==> src/rtl/core/bam_ram.sv <==
// Generic single-write, single-read RAM with registered read data.
module bam_ram #(
    parameter int WIDTH = 32,
    parameter int DEPTH = 128
) (
    input  logic                     aclk,
    input  logic                     wr_en,
    input  logic [$clog2(DEPTH)-1:0] wr_addr,
    input  logic [WIDTH-1:0]         wr_data,
    input  logic [$clog2(DEPTH)-1:0] rd_addr,
    output logic [WIDTH-1:0]         rd_data
);

    logic [WIDTH-1:0] mem_reg [DEPTH];
    logic [WIDTH-1:0] rd_data_reg;

    // Write port and registered read port.
    always_ff @(posedge aclk) begin
        if (wr_en) begin
            mem_reg[wr_addr] <= wr_data;
        end
        rd_data_reg <= mem_reg[rd_addr];
    end

    assign rd_data = rd_data_reg;

endmodule

==> config.mk <==
export PLATFORM = sky130hd
export DESIGN_NAME = bam_ram
export DESIGN_NICKNAME = d
export VERILOG_FILES = /design/src/rtl/core/bam_ram.sv
export SDC_FILE = /design/constraint.sdc
export NUM_CORES = 2
export LEC_CHECK = 0
export ABC_AREA = 1
export ABC_CLOCK_PERIOD_IN_PS = 3150
export BUFFER_PORTS_ARGS = -buffer_cell sky130_fd_sc_hd__buf_2
export CELL_PAD_IN_SITES_DETAIL_PLACEMENT = 0
export CELL_PAD_IN_SITES_GLOBAL_PLACEMENT = 2
export CORE_UTILIZATION = 45
export DETAILED_ROUTE_END_ITERATION = 8
export PLACE_DENSITY = 0.8
export RECOVER_POWER = 100
export SYNTH_ARGS = -nofsm -noshare
export SYNTH_HDL_FRONTEND = slang
export SYNTH_SLANG_ARGS = --single-unit
==> constraint.sdc <==
create_clock -name aclk -period 3.15 [get_ports aclk]
set_clock_uncertainty 0.15 [all_clocks]
set_input_delay 0.315 -clock aclk [delete_from_list [all_inputs] [get_ports aclk]]
set_output_delay 0.315 -clock aclk [all_outputs]
set_load 0.05 [all_outputs]
==> flow_metrics.env <==
export IMPL_status="finished, violations left"
export IMPL_violations="capacitance limit, slew limit"
export IMPL_max_freq_mhz=339.1
export IMPL_placed_cell_area_mm2=0.1774
export IMPL_rsz0062_at_grt="false"
export IMPL_arrival_ps=3370
export IMPL_p_int_w=0.09149
export IMPL_die_width_um=606.9
export IMPL_die_area_mm2=0.3683
export IMPL_power_density_mw_per_mm2=629.2
export IMPL_postRouteWirelength_mm=535.6
export IMPL_grt_pass1_vias=104288
export IMPL_postCtsResizedCells=0
export IMPL_path_clk_slew_ps=60
export IMPL_hpwl_mm=312.7
export IMPL_finalHoldViolCount=0
export IMPL_drv_slew=1597
export IMPL_path_class="input port to flop"
export IMPL_grt_max_degree=129
export IMPL_mostFrequentLayoutCell="nand2_1"
export IMPL_power_w=0.1191
export IMPL_core_mm2=0.3633
export IMPL_clkLatencyLatePin_ps=1000
export IMPL_hold_path_class="input port to flop"
export IMPL_ctsRootBufferMaster="clkbuf_16"
export IMPL_syn_instance_count=13389
export IMPL_portBuffers=79
export IMPL_critical_path_max_fanout=32
export IMPL_drc_errors=0
export IMPL_layout_drive_gt1_share=0.09810
export IMPL_cts_buffers=431
export IMPL_fin_nets=13841
export IMPL_finalSetupViolations=0
export IMPL_dieHeight_um=606.9
export IMPL_slew_headroom=-0.7965
export IMPL_power_frac_seq=0.511
export IMPL_crit_chain="dlygate4sd3_1 -> clkbuf_1 -> inv_1 -> nor2_1 -> nand3_1 -> buf_4 -> nor2_4 -> clkbuf_2"
export IMPL_max_stage_delay_ps=1050
export IMPL_worst_pin_slew_ps=2695
export IMPL_clock_sinks=4128
export IMPL_yosysSeqAreaShare=0.7510
export IMPL_final_setup_tns_ps=0
export IMPL_tritoncts="done"
export IMPL_p_leak_nw=66.25
export IMPL_start_util=0.4531
export IMPL_layout_common_cells="nand2_1 (4151), edfxtp_1 (4096), nand3_1 (4035), clkbuf_16 (443), buf_4 (369)"
export IMPL_h_tree_depth=5
export IMPL_largest_reg_flops=4096
export IMPL_syn_num_nets=13437
export IMPL_cp_data_required_time_ps=3570
export IMPL_synth_cell_types=15
export IMPL_grt_pass1_wl_mm=758.1
export IMPL_end_kind="flop"
export IMPL_yosys_warnings=0
export IMPL_maxCapViolCount=29
export IMPL_netlist_area_mm2=0.1646
export IMPL_startpoint_type="input port"
export IMPL_p_switching_w=0.02758
export IMPL_vias=110600
export IMPL_ant_nets=0
export IMPL_place_gp_congestion=0.8436
export IMPL_avgRoutedWirePerCell_um=28.23
export IMPL_ios=80
export IMPL_cpMaxStageDelayCell="clkbuf_2"
export IMPL_grt_antenna_before_repair=36
export IMPL_ys_seq_elements=4128
export IMPL_p_clk_frac=0.420
export IMPL_fin_area_mm2=0.1893
export IMPL_fp_row_count=221
export IMPL_gr_total_overflow=0
export IMPL_dr_first_iter_drc_count=13520
export IMPL_ir_worst_vdd_v=0.0005610
export IMPL_clockBufferDepth=4
export IMPL_dr_pass1_iters=6
export IMPL_p_sw_frac=0.2316
export IMPL_syn2layout_area_growth_pct=14.96
export IMPL_syn_avg_cell_area_um2=12.30
export IMPL_grt_usage=0.2868
export IMPL_finalCritPeriodShare=0.9361
export IMPL_reg2reg_slack_ps=800
export IMPL_pwr_share_comb=0.069
export IMPL_vias_per_cell=5.829
export IMPL_min_period_ps=2949
==> Yosys cell counts, drive strengths merged <==
cell | number | area share
nor2 | 134 | 0.0031
buf | 800 | 0.025
inv | 24 | 0.00058
nor3 | 8 | 0.00024
edfxtp | 4096 | 0.75
dfxtp | 32 | 0.0039
nand3 | 4035 | 0.12
nand2 | 4151 | 0.095
clkbuf | 109 | 0.0025
==> worst paths after layout <==
path | start | endpoint | depth (start not counted)
worst min register to register | mem_reg[92][10] | rd_data[10] | 8
worst max register to register | mem_reg[39][28] | rd_data[28] | 8
worst max-delay path | wr_addr[6] | mem_reg[83][21] | 8
worst min-delay path | rd_addr[3] | rd_data[0] | 7
==> final cells by class <==
| cell class | count | area (µm²) |
|---|---|---|
| Inverter | 24 | 142.6 |
| Clock buffer | 556 | 11610 |
| Tap cell | 4794 | 5998 |
| Multi-Input combinational cell | 8328 | 36570 |
| Antenna cell | 22 | 55.05 |
| Timing Repair Buffer | 880 | 9125 |
| Sequential cell | 4128 | 123600 |
| Clock inverter | 243 | 2117 |
| Fill cell | 30841 | 174100 |
==> per-layer routing <==
layer	part of all wire	vias to the layer above	GRT usage	wire, µm
met5	0.00011	-	0	57
met4	0.048	10	0.1186	25720
met3	0.087	871	0.04175	46850
met2	0.45	5211	0.4447	241900
met1	0.41	55637	0.4070	221000
li1	-	48871	-	-
==> critical path: cells and delay by family <==
kind / cells / cell delay, ps
buffers and inverters: 5 / 2370
AND/OR/NAND/NOR: 3 / 620
==> cells by family after synthesis <==
group / count (synthesis) / synth area share
buf+inv: 933 / 0.02841
flops: 4128 / 0.7510
simple gates: 8328 / 0.2206
==> power by group through the flow <==
stage / logic, W / clock network, W / registers [W]
2_1_floorplan: 0.00364 / 0 / 0.0621
3_3_place_gp: 0.00817 / 0 / 0.0620
3_5_place_dp: 0.00826 / 0 / 0.0620
4_1_cts: 0.00834 / 0.0505 / 0.0608
5_1_grt: 0.00873 / 0.0526 / 0.0608
6_report: 0.00822 / 0.0500 / 0.0609
==> stage by stage <==
step / hold WS, ps / setup slack [ps] / utilization / instances
floorplan: 263.9 / 287.1 / - / 13389
global placement: 423.6 / -181.3 / 0.4883 / 18111
detailed placement: 428.1 / -185.7 / 0.4883 / 18111
CTS: 54.78 / 465.3 / 0.5273 / 18953
global route: 156.5 / 279.6 / 0.5208 / 18960
finish: 153.8 / 201.1 / 0.5209 / 18975
==> timing repair <==
action | in CTS | in global routing
buffers inserted | 0 | 0
hold buffers | 43 | 0
hold endpoints to repair | 2673 | 0
(Power assumes the default switching activity.)
