<file path="config.mk">
export PLATFORM = sky130hd
export DESIGN_NAME = bam_alu
export DESIGN_NICKNAME = d
export VERILOG_FILES = /design/src/rtl/core/bam_pkg.sv /design/src/rtl/core/bam_alu.sv
export SDC_FILE = /design/constraint.sdc
export NUM_CORES = 1
export LEC_CHECK = 0
export ABC_CLOCK_PERIOD_IN_PS = 1700
export BUFFER_PORTS_ARGS = -buffer_cell sky130_fd_sc_hd__buf_2
export CAP_MARGIN = 20
export CORE_UTILIZATION = 41
export DETAILED_ROUTE_END_ITERATION = 10
export PLACE_DENSITY = 0.9
export REMOVE_ABC_BUFFERS = 1
export SYNTH_ARGS = -nofsm -noshare
export SYNTH_HDL_FRONTEND = slang
export SYNTH_SLANG_ARGS = --single-unit
</file>
<file path="constraint.sdc">
create_clock -name vclk -period 1.7
set_clock_uncertainty 0.05 [all_clocks]
set_input_delay 0.255 -clock vclk [all_inputs]
set_output_delay 0.255 -clock vclk [all_outputs]
set_load 0.02 [all_outputs]
</file>
<file path="src/rtl/core/bam_pkg.sv">
// Shared constants, codes and types of the bitmap allocation map.
package bam_pkg;

    // Map geometry.
    localparam int MAP_BITS    = 4096;
    localparam int WORD_BITS   = 32;
    localparam int STORE_DEPTH = (MAP_BITS + WORD_BITS - 1) / WORD_BITS;
    localparam int WORD_AW     = $clog2(STORE_DEPTH);
    localparam int BIT_AW      = $clog2(WORD_BITS);

    // Field widths.
    localparam int OP_W    = 3;
    localparam int INDEX_W = 16;
    localparam int LEN_W   = 13;
    localparam int SIZE_W  = 13;
    localparam int END_W   = INDEX_W + 1;

    // Request codes.
    localparam logic [OP_W-1:0] OP_SET_BIT     = 3'd0;
    localparam logic [OP_W-1:0] OP_CLEAR_BIT   = 3'd1;
    localparam logic [OP_W-1:0] OP_WRITE_BIT   = 3'd2;
    localparam logic [OP_W-1:0] OP_TEST_BIT    = 3'd3;
    localparam logic [OP_W-1:0] OP_SET_RANGE   = 3'd4;
    localparam logic [OP_W-1:0] OP_CLEAR_RANGE = 3'd5;

    // Reset value of the map size register.
    localparam logic [SIZE_W-1:0] MAP_BITS_RESET = SIZE_W'(MAP_BITS);

    // What the word unit does to the masked bits.
    typedef enum logic [1:0] {
        ACT_SET   = 2'd0,
        ACT_CLEAR = 2'd1,
        ACT_TEST  = 2'd2
    } action_t;

    // Sequencer states.
    typedef enum logic [2:0] {
        ST_IDLE = 3'b001,
        ST_WALK = 3'b010,
        ST_DONE = 3'b100
    } state_t;

endpackage

</file>
<file path="src/rtl/core/bam_alu.sv">
// Word unit: builds the edge mask and sets, clears or tests one map word.
module bam_alu
    import bam_pkg::*;
(
    input  logic [WORD_BITS-1:0] word_in,
    input  logic [BIT_AW-1:0]    lo_bit,
    input  logic [BIT_AW-1:0]    hi_bit,
    input  action_t              action,
    output logic [WORD_BITS-1:0] word_out,
    output logic                 test_bit
);

    logic [WORD_BITS-1:0] lo_mask;
    logic [WORD_BITS-1:0] hi_mask;
    logic [WORD_BITS-1:0] mask;

    // Bits from lo_bit up to hi_bit inclusive.
    always_comb begin
        lo_mask = {WORD_BITS{1'b1}} << lo_bit;
        hi_mask = {WORD_BITS{1'b1}} >> (BIT_AW'(WORD_BITS - 1) - hi_bit);
        mask    = lo_mask & hi_mask;
    end

    // Apply the action to the masked bits.
    always_comb begin
        test_bit = 1'b0;
        case (action)
            ACT_SET:   word_out = word_in | mask;
            ACT_CLEAR: word_out = word_in & ~mask;
            ACT_TEST: begin
                word_out = word_in;
                test_bit = word_in[lo_bit];
            end
            default:   word_out = word_in;
        endcase
    end

endmodule

</file>
==> results of run 1 <==
## routing by layer
metal / GRT usage / GRT overflow
met5: 0 / 0
met4: 0.920 / 29
met3: 0.454 / 0
met2: 1.09 / 82
met1: 0.766 / 1
## cell families after synthesis
logic type	count (synthesis)	synth area share
mux	25	0.279
buf+inv	35	0.121
compound gates	73	0.403
simple gates	50	0.197
## metrics by stage
stage               utilization  cell area (um^2)  setup TNS [ps]
floorplan                     -              1150            -573
global placement          0.672              1880           -1400
detailed placement        0.672              1880           -2050
CTS                       0.781              2190            -310
## timing repair
action | in CTS
buffers inserted | 5
endpoints found under the setup margin | 20
resized for setup | 68
cloned | 1
pin swaps | 9
==> metrics.md, run 1 <==
| Metric | Value |
|---|---|
| Status | stopped before the end |
| Halt Stage | global routing |
| Run-stopping error | [ERROR GRT-0232] Routing congestion too high. Check the congestion heatmap in the GUI. |
| Synth cell types | 45 |
| Mapped Cells | 183 |
| Dpl hpwl | 4120 um |
| Worst setup endpoint GRT | test_bit |
| Die Span X | 57.1 um |
| GP Congestion | 1.07 |
| GR Util All Layers | 0.789 |
| Synthesized area per cell | 6.79 um^2 |
| I/O Buffers | 77 |
| Placement Setup Slack | -330 ps |
| Die Ht | 57.1 um |
| WEP type | primary output |
| Inst Count DP | 313 |
| Post-synthesis sequential area ratio | 0 |
| Hold buffers post-CTS | 0 |
| Maximum number of pins on one net before global-route repair | 19 |
| Initial Util | 0.443 |
| Top cell type's share of synthesized area | 0.137 |
| Top post-synthesis cells by area | mux2i_1 14%, mux4_1 11%, o31ai_1 7.9% |
| # rows | 19 |
| Count leader, synth | mux2i_1 |
| Boundary pin count | 77 |
| GRT overflow | 112 |
| Post-synth top area cell | mux2i_1 |
| Mapped cell area | 1240 um^2 |
| Synth cell count leaders | 17 x mux2i_1, 16 x inv_1, 14 x nand2_1 |
| Yosys warning total | 0 |
==> run 2, diff against run 1 <==
--- a/config.mk
+++ b/config.mk
@@ -5,12 +5,12 @@
 export SDC_FILE = /design/constraint.sdc
 export NUM_CORES = 1
 export LEC_CHECK = 0
-export ABC_CLOCK_PERIOD_IN_PS = 1700
+export ABC_CLOCK_PERIOD_IN_PS = 2200
 export BUFFER_PORTS_ARGS = -buffer_cell sky130_fd_sc_hd__buf_2
 export CAP_MARGIN = 20
-export CORE_UTILIZATION = 41
+export CORE_UTILIZATION = 30
 export DETAILED_ROUTE_END_ITERATION = 10
-export PLACE_DENSITY = 0.9
+export PLACE_DENSITY_LB_ADDON = 0.15
 export REMOVE_ABC_BUFFERS = 1
 export SYNTH_ARGS = -nofsm -noshare
 export SYNTH_HDL_FRONTEND = slang
==> constraint.sdc (replaced) <==
create_clock -name vclk -period 2.2
set_clock_uncertainty 0.05 [all_clocks]
set_input_delay 0.33 -clock vclk [all_inputs]
set_output_delay 0.33 -clock vclk [all_outputs]
set_load 0.02 [all_outputs]
==> run 2 against run 1 <==
The run now ends clean. Area after synthesis is the same. Synthesized cell count did not move.
==> metrics.md, run 2 <==
| Metric | Value |
|---|---|
| Final Cycle Share | 0.980 |
| Vias in the first global route | 1495 |
| Critical path buffer and inverter count | 3 |
| Cells along the critical path | buf_6, buf_4, mux4_1, mux2_2, nand2_1, a311oi_2, buf_4 |
| Final setup margin | 43.9 ps |
| Worst path required time | 1820 ps |
| Fin nets | 309 |
| HP Class | input pin to primary output |
| Final Hold Fails | 0 |
| WP depth | 7 |
| Layout fillers | 448 |
| I/O Buffers | 77 (unchanged) |
| Dpl hpwl | 3840 um (was 4120 um) |
| Most common cell after layout, fill and taps aside | buf_2 |
| Synth cell types | 45 (unchanged) |
| Top cell type's share of synthesized area | 0.137 (unchanged) |
| RSZ-0062 raised after global routing | false |
| Least-Margin Pin Slew | 489 ps |
| Max Cap Viol | 0 |
| Seq pwr share | 0 |
| Inst Count DP | 313 (unchanged) |
| Finished Layout Cells | 313 |
| Boundary pin count | 77 (unchanged) |
| # diodes | 0 |
| Reg area | 0 um^2 |
| Die Span X | 66.4 um (was 57.1 um) |
| Final ANT Viol Nets | 0 |
| Routed len/inst | 15.6 um |
| PwrDens | 221 nW/um^2 |
| Count leader, synth | mux2i_1 (unchanged) |
| # rows | 23 (was 19) |
| Slew Limit Fails | 0 |
| Die Ht | 66.4 um (was 57.1 um) |
| Status | finished clean (was stopped before the end) |
| GP Congestion | 0.854 (was 1.07) |
| Worst path most repeated cell | buf_4 |
| Area growth syn-to-layout | 42.9% |
| Post-synth top area cell | mux2i_1 (unchanged) |
| Switching Share | 0.586 |
| VDD IR-drop max | 0.0000831 V |
| Starting DRT DRC Count | 59 |
| Pre-Repair DR Iteration Count | 4 |
| Hold buffers post-CTS | 0 (unchanged) |
| Comb pwr share | 1.000 |
| Clock power share | 0 |
| Maximum number of pins on one net before global-route repair | 29 |
| Top post-synthesis cells by area | mux2i_1 14%, mux4_1 11%, o31ai_1 7.9% (unchanged) |
| Startpoint type of the worst setup path | input pin |
| Setup bufs post-CTS | 0 (was 5) |
| Layout cell share with drive strength beyond 1 | 0.411 |
| Via count | 1692 |
| Routed Wire Length | 4880 um |
| Internal Power | 0.000162 W |
| Sw power | 0.000230 W |
| Hold Crit Depth | 3 |
| CLK BUF | 0 |
| Slowest CP cell | mux4_1 |
| Core Region | 4000 um^2 |
| Top cell family by delay on the critical path | multiplexers |
| CP max stage delay | 520 ps |
| GR Util All Layers | 0.216 |
| Tmin final | 2160 ps |
| Die Area | 4400 um^2 |
| Initial Util | 0.311 (was 0.443) |
| Synth cell count leaders | 17 x mux2i_1, 16 x inv_1, 14 x nand2_1 (unchanged) |
| Initial antenna violation count | 0 |
| DRC viols | 0 |
| Max Freq | 0.464 GHz |
| Sequential cells | 0 |
| Leak pwr | 0.889 nW |
| CP Class | input pin to primary output |
| Mapped cell area | 1240 um^2 (unchanged) |
| Critical path capture point type | primary output |
| Final setup vio count | 0 |
| Most frequent cells in the layout | 74 x buf_2, 23 x buf_4, 17 x mux2i_1, 16 x inv_1, 14 x nand2_1 |
| Mapped Cells | 183 (unchanged) |
| Post-synthesis sequential area ratio | 0 (unchanged) |
| First-pass GRT wire length | 7450 um |
| Rel. slew slack | 0.674 |
| Crit path DAT | 1780 ps |
| Synthesized area per cell | 6.79 um^2 (unchanged) |
| Total power | 0.000392 W |
| Yosys warning total | 0 (unchanged) |
| GRT overflow | 0 |
| Vias per cell | 5.41 |
| Placement Setup Slack | -56.9 ps (was -330 ps) |
| Worst-path maximum fanout | 6 |
[run 2: final timing paths]
path               startpoint      endpoint  slack [ps]
setup / recovery    lo_bit[0]      test_bit          40
hold / removal    word_in[25]  word_out[25]         950
[run 2: power groups by stage]
stage	logic [W]	clock network [W]	registers, W
floorplan	0.000193	0	0
global placement	0.000382	0	0
detailed placement	0.000382	0	0
CTS	0.000385	0	0
global route	0.000423	0	0
finish	0.000392	0	0
[run 2: through the flow]
step	setup TNS (ps)	instance area, um^2	hold slack (ps)	utilization
after floorplan	0	1150	751	-
after global placement	-24.1	1770	940	0.441
after detailed placement	-56.9	1770	947	0.441
after CTS	0	1770	949	0.442
after global routing	0	1780	963	0.444
final	0	1780	947	0.444
[run 2: cells by family after synthesis]
kind of cell | after synthesis | synth area share
and+or+nand+nor | 50 | 0.197
muxes | 25 | 0.279
AOI/OAI and AO/OA | 73 | 0.403
buffers and inverters | 35 | 0.121
[run 2: per-layer routing]
metal  GRT usage  part of all wire
met1       0.320              0.49
met2       0.364              0.44
met3     0.00862             0.074
met4           0                 0
met5           0                 0
[run 2: worst min-delay path, stage by stage]
cell,delay (ps)
buf_2,90
a21o_1,90
buf_2,150
[run 2: layout make-up]
class                      count  area (um^2)  area share
timing repair buffer          99          562       0.316
tap                           50         62.6      0.0352
inverter                      16         60.1      0.0338
multi-input combinational    148         1090       0.615
[run 2: timing repair]
item | CTS | global route
endpoints found under the setup margin | 1 | 1
endpoints found under the hold margin | 0 | 0
resized for setup | 1 | 6
pin swaps | 0 | 1
Power figures use the tool's default switching activity.
==> run 3, diff against run 2 <==
--- a/config.mk
+++ b/config.mk
@@ -11,7 +11,6 @@
 export CORE_UTILIZATION = 30
 export DETAILED_ROUTE_END_ITERATION = 10
 export PLACE_DENSITY_LB_ADDON = 0.15
-export REMOVE_ABC_BUFFERS = 1
 export SYNTH_ARGS = -nofsm -noshare
 export SYNTH_HDL_FRONTEND = slang
 export SYNTH_SLANG_ARGS = --single-unit
==> run 3 against run 2 <==
The flow now finishes with violations (design-rule violations). Maximum frequency is 0.69% higher. Via count increased by 1.6%. Cell count is 1.3% lower. Utilization down 0.66 points.
==> metrics.md, run 3 (synthesis gave the netlist of run 2 again) <==
| Metric | Value |
|---|---|
| Leak pwr | 0.871 nW (was 0.889 nW) |
| Inst Count DP | 309 (was 313) |
| I/O Buffers | 77 (unchanged) |
| Setup_tns | 0 ps (unchanged) |
| WHS Endpoint | word_out[25] (unchanged) |
| Critical path capture point type | primary output (unchanged) |
| Dpl hpwl | 3750 um (was 3840 um) |
| Worst-path maximum fanout | 7 (was 6) |
| DRC viols | 2 (was 0) |
| Min-delay src | word_in[25] (unchanged) |
| Final Util | 0.437 (was 0.444) |
| Hold Crit Depth | 3 (unchanged) |
| Hold buffers post-CTS | 0 (unchanged) |
| Routed len/inst | 15.3 um (was 15.6 um) |
| CP Class | input pin to primary output (unchanged) |
| Final Cycle Share | 0.973 (was 0.980) |
| Maximum number of pins on one net before global-route repair | 34 (was 29) |
| Die Span X | 66.4 um (unchanged) |
| # rows | 23 (unchanged) |
| Reg area | 0 um^2 (unchanged) |
| Core Region | 4000 um^2 (unchanged) |
| Pre-Repair DR Iteration Count | 7 (was 4) |
| Layout fillers | 441 (was 448) |
| Mapped Nets | 227 |
| # diodes | 0 (unchanged) |
| GR Util All Layers | 0.213 (was 0.216) |
| Placement Setup Slack | -13.1 ps (was -56.9 ps) |
| CLK BUF | 0 (unchanged) |
| Boundary pin count | 77 (unchanged) |
| Setup bufs post-CTS | 0 (unchanged) |
| Sequential cells | 0 (unchanged) |
| Vias per cell | 5.56 (was 5.41) |
| Vias in the first global route | 1436 (was 1495) |
| PwrDens | 220 nW/um^2 (was 221 nW/um^2) |
| HP Class | input pin to primary output (unchanged) |
| Layout cell share with drive strength beyond 1 | 0.402 (was 0.411) |
| First-pass GRT wire length | 7300 um (was 7450 um) |
| Final Hold Fails | 0 (unchanged) |
| GRT overflow | 0 (unchanged) |
| Max Cap Viol | 0 (unchanged) |
| Via count | 1719 (was 1692) |
| Startpoint type of the worst setup path | input pin (unchanged) |
| Final setup margin | 58.7 ps (was 43.9 ps) |
| Initial Util | 0.311 (unchanged) |
| Status | finished with violations (was finished clean) |
| GP Congestion | 0.871 (was 0.854) |
| Routed Wire Length | 4720 um (was 4880 um) |
| Failing checks | design-rule violations |
| Final ANT Viol Nets | 0 (unchanged) |
| Most common cell after layout, fill and taps aside | buf_2 (unchanged) |
| Final setup vio count | 0 (unchanged) |
| VDD IR-drop max | 0.0000834 V (was 0.0000831 V) |
| Slew Limit Fails | 0 (unchanged) |
| Area growth syn-to-layout | 40.8% (was 42.9%) |
| Die Area | 4400 um^2 (unchanged) |
| Finished Layout Cells | 309 (was 313) |
| Starting DRT DRC Count | 110 (was 59) |
| Crit path DAT | 1760 ps (was 1780 ps) |
| Rel. slew slack | 0.624 (was 0.674) |
| Least-Margin Pin Slew | 564 ps (was 489 ps) |
| Initial antenna violation count | 0 (unchanged) |
| Worst path required time | 1820 ps (about the same) |
| Max Freq | 0.467 GHz (was 0.464 GHz) |
| Tmin final | 2140 ps (was 2160 ps) |
| Die Ht | 66.4 um (unchanged) |
| CP Launch Point | lo_bit[0] (unchanged) |
| Most frequent cells in the layout | 74 x buf_2, 18 x buf_4, 17 x mux2i_1, 16 x inv_1, 14 x nand2_1 (was 74 x buf_2, 23 x buf_4, 17 x mux2i_1, 16 x inv_1, 14 x nand2_1) |
| Fin nets | 305 (was 309) |
[run 3: changes by cell type in the layout (fill, tap and decap cells not counted), sizes merged]
| cell | previous run | this run |
|---|---|---|
| buf | 98 | 94 |
[run 3: repair_timing]
action,4_1_cts,5_1_grt
gates cloned,0,0
endpoints found under the setup margin,1,1
pin swaps,0,1
resized for setup,1,7
[run 3: layout make-up]
cell class | count | area [um^2] | area share
multi-input cells | 148 | 1090 | 0.624
repair buffers | 95 | 536 | 0.306
well taps | 50 | 62.6 | 0.0358
inverters | 16 | 60.1 | 0.0343
[run 3: worst max-delay path, stage by stage]
cell and delay (ps):
buf_6 110, buf_4 150, mux4_1 540, mux2_2 280, nand2_1 80, a311oi_2 100, buf_4 170
[run 3: worst max path at each step]
stage	slack, ps	to	cells after the start
floorplan	110	word_out[14]	4
global placement	-3	test_bit	6
detailed placement	-10	test_bit	6
CTS	30	test_bit	6
global route	-4	test_bit	6
finish	60	test_bit	7
[run 3: metal layers]
layer	up-vias	wire length [um]	track usage
li1	855	-	-
met1	771	2300	0.322
met2	87	2090	0.339
met3	6	297	0.00690
met4	0	31	0.0239
met5	-	0	0
[run 3: per-stage QoR]
step / total power (W) / hold WS, ps / area (um^2)
finish: 0.000385 / 944 / 1750
global route: 0.000417 / 957 / 1750
global placement: 0.000377 / 942 / 1740
detailed placement: 0.000376 / 936 / 1740
CTS: 0.000378 / 943 / 1740
floorplan: 0.000234 / 752 / 1240
[run 3: power breakdown]
group	switching (W)	leakage (nW)	internal [W]
Combinational	0.000227	0.871	0.000158
Clock	0	0	0
Sequential	0	0	0
==> run 4, diff against run 3 <==
==> constraint.sdc (replaced) <==
create_clock -name vclk -period 2.2
set_clock_uncertainty 0.05 [all_clocks]
set_input_delay 0.33 -clock vclk [all_inputs]
set_output_delay 0.33 -clock vclk [all_outputs]
set_load 0.1 [all_outputs]
==> run 4 against run 3 <==
The run now ends clean. Hold slack improved by 62 ps. Cell count is 5.2% higher. Sequential cell count unchanged. Global-route usage up 5.2 points. Utilization grew 27 points. First-iteration DRC count decreased by 40%. Wire length is 20% higher. Total power increased by 150%. Non-clock buffer count grew 16. Critical path type unchanged. Largest cell class unchanged. Highest routed layer unchanged.
==> metrics.md, run 4 (synthesis gave the netlist of run 2 again) <==
| Metric | Value |
|---|---|
| Crit path DAT | 1810 ps (was 1760 ps) |
| Setup_tns | 0 ps (unchanged) |
| PwrDens | 336 nW/um^2 (was 220 nW/um^2) |
| Dpl hpwl | 4550 um (was 3750 um) |
| I/O Buffers | 77 (unchanged) |
| Finished Layout Cells | 325 (was 309) |
| Critical path capture point type | primary output (unchanged) |
| Slew Limit Fails | 0 (unchanged) |
| Routed len/inst | 17.5 um (was 15.3 um) |
| RSZ-0062 raised after global routing | true |
| First-pass GRT wire length | 8970 um (was 7300 um) |
| Area growth syn-to-layout | 129% (was 40.8%) |
| Status | finished clean (was finished with violations) |
| Final ANT Viol Nets | 0 (unchanged) |
| Initial Util | 0.311 (unchanged) |
| Routed Wire Length | 5670 um (was 4720 um) |
| Setup bufs post-CTS | 0 (unchanged) |
| Core Region | 4000 um^2 (unchanged) |
| Final setup vio count | 0 (unchanged) |
| Initial antenna violation count | 0 (unchanged) |
| GP Congestion | 0.907 (was 0.871) |
| Die Ht | 66.4 um (unchanged) |
| CLK BUF | 0 (unchanged) |
| Rel. slew slack | 0.564 (was 0.624) |
| VDD IR-drop max | 0.000221 V (was 0.0000834 V) |
| Tmin final | 2190 ps (was 2140 ps) |
| Max Freq | 0.456 GHz (was 0.467 GHz) |
| GR Util All Layers | 0.265 (was 0.213) |
| HP Class | input pin to primary output (unchanged) |
| Layout fillers | 308 (was 441) |
| Sequential cells | 0 (unchanged) |
| Final Hold Fails | 0 (unchanged) |
| DRC viols | 0 (was 2) |
| Maximum number of pins on one net before global-route repair | 16 (was 34) |
| Reg area | 0 um^2 (unchanged) |
| Max Cap Viol | 0 (unchanged) |
| Most common cell after layout, fill and taps aside | buf_2 (unchanged) |
| # diodes | 0 (unchanged) |
| # rows | 23 (unchanged) |
| Via count | 1873 (was 1719) |
| Worst path required time | 1820 ps (about the same) |
| GRT overflow | 0 (unchanged) |
| Pre-Repair DR Iteration Count | 4 (was 7) |
| Inst Count DP | 325 (was 309) |
| Layout cell share with drive strength beyond 1 | 0.625 (was 0.402) |
| Final Cycle Share | 0.997 (was 0.973) |
| Vias in the first global route | 1780 (was 1436) |
| Worst-path maximum fanout | 5 (was 7) |
| Least-Margin Pin Slew | 651 ps (was 564 ps) |
| CP Class | input pin to primary output (unchanged) |
| Mapped Nets | 227 (unchanged) |
| Startpoint type of the worst setup path | input pin (unchanged) |
| Leak pwr | 1.18 nW (was 0.871 nW) |
| Starting DRT DRC Count | 66 (was 110) |
| Die Area | 4400 um^2 (unchanged) |
| Die Span X | 66.4 um (unchanged) |
| Vias per cell | 5.76 (was 5.56) |
| Boundary pin count | 77 (unchanged) |
| Most frequent cells in the layout | 43 x buf_2, 34 x buf_4, 32 x buf_12, 15 x inv_1, 13 x nand2_1 (was 74 x buf_2, 18 x buf_4, 17 x mux2i_1, 16 x inv_1, 14 x nand2_1) |
| Fin nets | 321 (was 305) |
run 4: cell count changes in the layout (fill, tap and decap cells not counted), sizes merged:
| cell | before | now |
|---|---|---|
| clkbuf | 1 | 0 |
| buf | 94 | 111 |
run 4: area by class of cell:
cell class	count	area (um^2)	share of cell area
Inverter	16	60.1	0.0211
Multi-Input combinational cell	148	1590	0.558
Tap cell	50	62.6	0.0220
Timing Repair Buffer	111	1130	0.399
run 4: metal layers:
metal	part of all wire	track usage	vias up
li1	-	-	893
met1	0.42	0.336	896
met5	0	0	-
met2	0.51	0.491	77
met3	0.057	0.0207	7
met4	0.013	0.0346	0
run 4: repair_timing:
| action | 4_1_cts | 5_1_grt |
|---|---|---|
| hold buffers | 0 | 0 |
| gates resized for setup | 13 | 15 |
| pin swaps | 1 | 2 |
| endpoints found under the setup margin | 5 | 10 |
| cloned | 0 | 0 |
run 4: worst max-delay path, stage by stage:
cell and delay, ps:
buf_4 130, buf_4 130, mux4_1 550, mux2_2 290
nand2_2 90, a311oi_4 110, buf_12 190
run 4: worst paths after layout:
path                    from     endpoint  slack (ps)  cells after the start
setup / recovery   lo_bit[0]     test_bit           6                      7
hold / removal    word_in[8]  word_out[8]        1010                      4
run 4: stage by stage:
stage / power, W / util / setup slack (ps) / hold WS (ps) / instance area (um^2)
after floorplan: 0.000606 / - / -490 / 852 / 1690
after global placement: 0.000920 / 0.687 / -164 / 1010 / 2750
after detailed placement: 0.000925 / 0.687 / -188 / 1010 / 2750
after CTS: 0.000944 / 0.702 / 0.0994 / 1010 / 2810
after global routing: 0.000992 / 0.711 / -17.1 / 1040 / 2840
final: 0.000957 / 0.711 / 6.18 / 1010 / 2840
run 4: where the power goes:
group / switching (W) / internal [W]
combinational: 0.000600 / 0.000357
clock: 0 / 0
sequential: 0 / 0
total: 0.000600 / 0.000357
